<file path="config.mk">
export PLATFORM = sky130hd
export DESIGN_NAME = alt_ram
export DESIGN_NICKNAME = d
export VERILOG_FILES = /design/src/design/alt_ram.sv
export SDC_FILE = /design/constraint.sdc
export NUM_CORES = 1
export LEC_CHECK = 0
export BUFFER_PORTS_ARGS = -buffer_cell sky130_fd_sc_hd__buf_2
export CORE_UTILIZATION = 30
export CTS_CLUSTER_SIZE = 16
export DETAILED_ROUTE_END_ITERATION = 12
export GPL_TIMING_DRIVEN = 0
export MAX_ROUTING_LAYER = met4
export PLACE_DENSITY_LB_ADDON = 0.08
export SYNTH_ARGS = -nofsm -noshare
export SYNTH_HDL_FRONTEND = slang
export SYNTH_SLANG_ARGS = --single-unit
</file>
<file path="constraint.sdc">
create_clock -name clk -period 2.6 [get_ports clk]
set_input_delay 0 -clock clk [delete_from_list [all_inputs] [get_ports clk]]
set_output_delay 0 -clock clk [all_outputs]
set_load 0.1 [all_outputs]
</file>
<file path="src/design/alt_ram.sv">
// Generic single-port-write, registered-read RAM
module alt_ram #(
  parameter int Width = 8,
  parameter int Depth = 32
) (
  input  logic                     clk,
  input  logic                     we,
  input  logic [$clog2(Depth)-1:0] waddr,
  input  logic [Width-1:0]         wdata,
  input  logic [$clog2(Depth)-1:0] raddr,
  output logic [Width-1:0]         rdata
);
  logic [Width-1:0] mem [Depth];
  always_ff @(posedge clk) begin
    if (we) mem[waddr] <= wdata;
    rdata <= mem[raddr];
  end
endmodule

</file>
==> results_dict.tcl <==
set metrics [dict create \
    status "finished, final reports clean" \
    p_clk_frac 0.441 \
    period_share 0.800 \
    dr_total_vias 4447 \
    synth_edf_count 256 \
    p_leak_uw 0.00361 \
    port_buffers 22 \
    share_seq_of_total_power 0.497 \
    routed_via_density 4.75 \
    final_area_um2 11700 \
    yosysMostFrequentCell "edfxtp_1" \
    fin_skew_ps 7.51 \
    grt_pass1_vias 4733 \
    clockBufferDepth 3 \
    syn_nets 437 \
    dieArea_um2 34200 \
    htree_levels 1 \
    antenna_found_initial 0 \
    slowest_delay_ps 730 \
    die_w_um 185 \
    pre_cts_slack_ps -155 \
    p_sw_frac 0.217 \
    internal-power_uw 7480 \
    end_kind "flop" \
    p_sw_uw 2070 \
    drc 0 \
    dominantRegCellSynth "edfxtp_1" \
    worstHoldPathType "in2reg" \
    ys_warn_count 0 \
    peakVddDrop_mv 0.481 \
    antenna_cells 0 \
    r2r_slack_ps 730 \
    synth_area_per_cell_um2 24.1 \
    layout_setup_ws_ps 519 \
    post_cts_buffers 0 \
    maxSlewViolCount 0 \
    ys_top_cells_by_count "edfxtp_1, mux4_2, nor2_1, dfxtp_1, mux2_2" \
    setup_viol 0 \
    track_usage 0.149 \
    ant_nets 0 \
    drtIter0Drc 365 \
    rsz0062_at_grt "false" \
    cap_violations 0 \
    start_util 0.307 \
    place.gp.congestion 0.696 \
    cpMaxStageDelayCell "buf_1" \
    cts_resized 0 \
    worst_path_dominant_cell_family "multiplexers" \
    max_slew_margin 0.353 \
    core_area_um2 32800 \
    rows 66 \
    cp_num_buf_inv 2 \
    grt_max_degree 33 \
    synthCells 417 \
    numCtsBuffers 30 \
    finalPower_uw 9550 \
    yosysTopAreaCell "edfxtp_1" \
    ios 28 \
    nets 491 \
    grt_overflow 0 \
    worstMarginPinSlew_ps 971 \
    fmax_mhz 481 \
    powerDensity_nw_per_um2 816 \
    cts.clk_slew.worst_paths_ps 60 \
    crit_path_max_fanout 10 \
    final_layout_size_suffix_gt1_frac 0.337 \
    dpl_cell_area_um2 10700 \
    crit_top_cell "mux4_2" \
    arrival_ps 2490 \
    combPwrFrac 0.062 \
    ys_seq_elements 264 \
    wirelength_um 23500 \
    yosys-top-cells-area "edfxtp_1, mux4_2, dfxtp_1, nor2_1, mux2_2" \
    synthArstFlopShare 0 \
    grt_pass1_wl_um 34200 \
    syn2layout_area_growth_pct 16.5 \
    cts_tree "done" \
    cp-start-kind "primary input" \
    period_needed_ps 2080 \
    syn_area_um2 10100 \
    synth_top_area_frac 0.765 \
    postCtsHoldBufs 0 \
    ys_types 15 \
    wire_per_inst_um 25.1 \
    clkSinkCount 264 \
    required_ps 3010 \
    hold_viol_final 0 \
    clk_latency_ps 540 \
    ys_seq_area_frac 0.781 \
    die_h_um 185 \
    drtPass1Iterations 6 \
    whs_ps 16.6 \
    crit_chain "clkbuf_1 > buf_1 > mux4_2 > mux4_2 > mux2_2" \
    dp_hpwl_um 15300 \
    worstSetupPathType "in2reg" \
    cts.root.buffer_cell "clkbuf_16" \
]
layer usage:
metal	wire, µm	track usage	vias up
li1	-	-	1893
met1	11100	0.213	2413
met2	10700	0.223	108
met3	1230	0.0226	33
met4	374	0.0340	0
met5	0	-	-
power groups by stage:
stage | Combinational [µW] | Clock [µW] | Sequential (µW)
6_report | 597 | 4210 | 4750
5_1_grt | 636 | 4480 | 4750
3_5_place_dp | 614 | 0 | 4840
4_1_cts | 615 | 4320 | 4750
3_3_place_gp | 608 | 0 | 4830
2_1_floorplan | 252 | 0 | 4960
final cells by class:
cell class | count | area, µm²
Sequential cell | 264 | 7850
Tap cell | 442 | 553
Timing Repair Buffer | 22 | 110
Fill cell | 3033 | 21100
Buffer | 20 | 106
Clock buffer | 33 | 783
Clock inverter | 23 | 211
Multi-Input combinational cell | 133 | 2100
through the flow:
step	TNS, ps	std cells	util
final	0	937	0.357
after global routing	0	937	0.357
after CTS	0	937	0.357
after detailed placement	-995	881	0.327
after global placement	-823	881	0.327
after floorplan	0	417	-
state kept, by name, summed over array words and instances, names as in the netlist:
signal / cells
mem: 256
rdata: 8
logic make-up after synthesis:
logic type             after synthesis  synth area share
flip-flops                         264             0.781
buffers and inverters               20            0.0106
AND/OR/NAND/NOR                     45            0.0207
multiplexers                        88             0.188
layout by cell type (no fill, tap or decap), types with 3 or more instances in the layout:
| cell | instances |
|---|---|
| buf_1 | 6 |
| buf_2 | 23 |
| buf_4 | 6 |
| bufinv_16 | 4 |
| clkbuf_1 | 8 |
| clkbuf_16 | 31 |
| clkinv_1 | 8 |
| clkinv_2 | 10 |
| dfxtp_1 | 8 |
| edfxtp_1 | 256 |
| mux2_2 | 8 |
| mux4_2 | 80 |
| nand3b_1 | 5 |
| nor2_1 | 33 |
| or3b_2 | 3 |
worst paths after layout:
path / startpoint / to / cells past startpoint
max: raddr[2] / rdata[3] / 5
min reg2reg: mem[15][4] / rdata[4] / 3
min: wdata[0] / mem[29][0] / 1
max reg2reg: mem[21][3] / rdata[3] / 3
(Power assumes the default switching activity.)
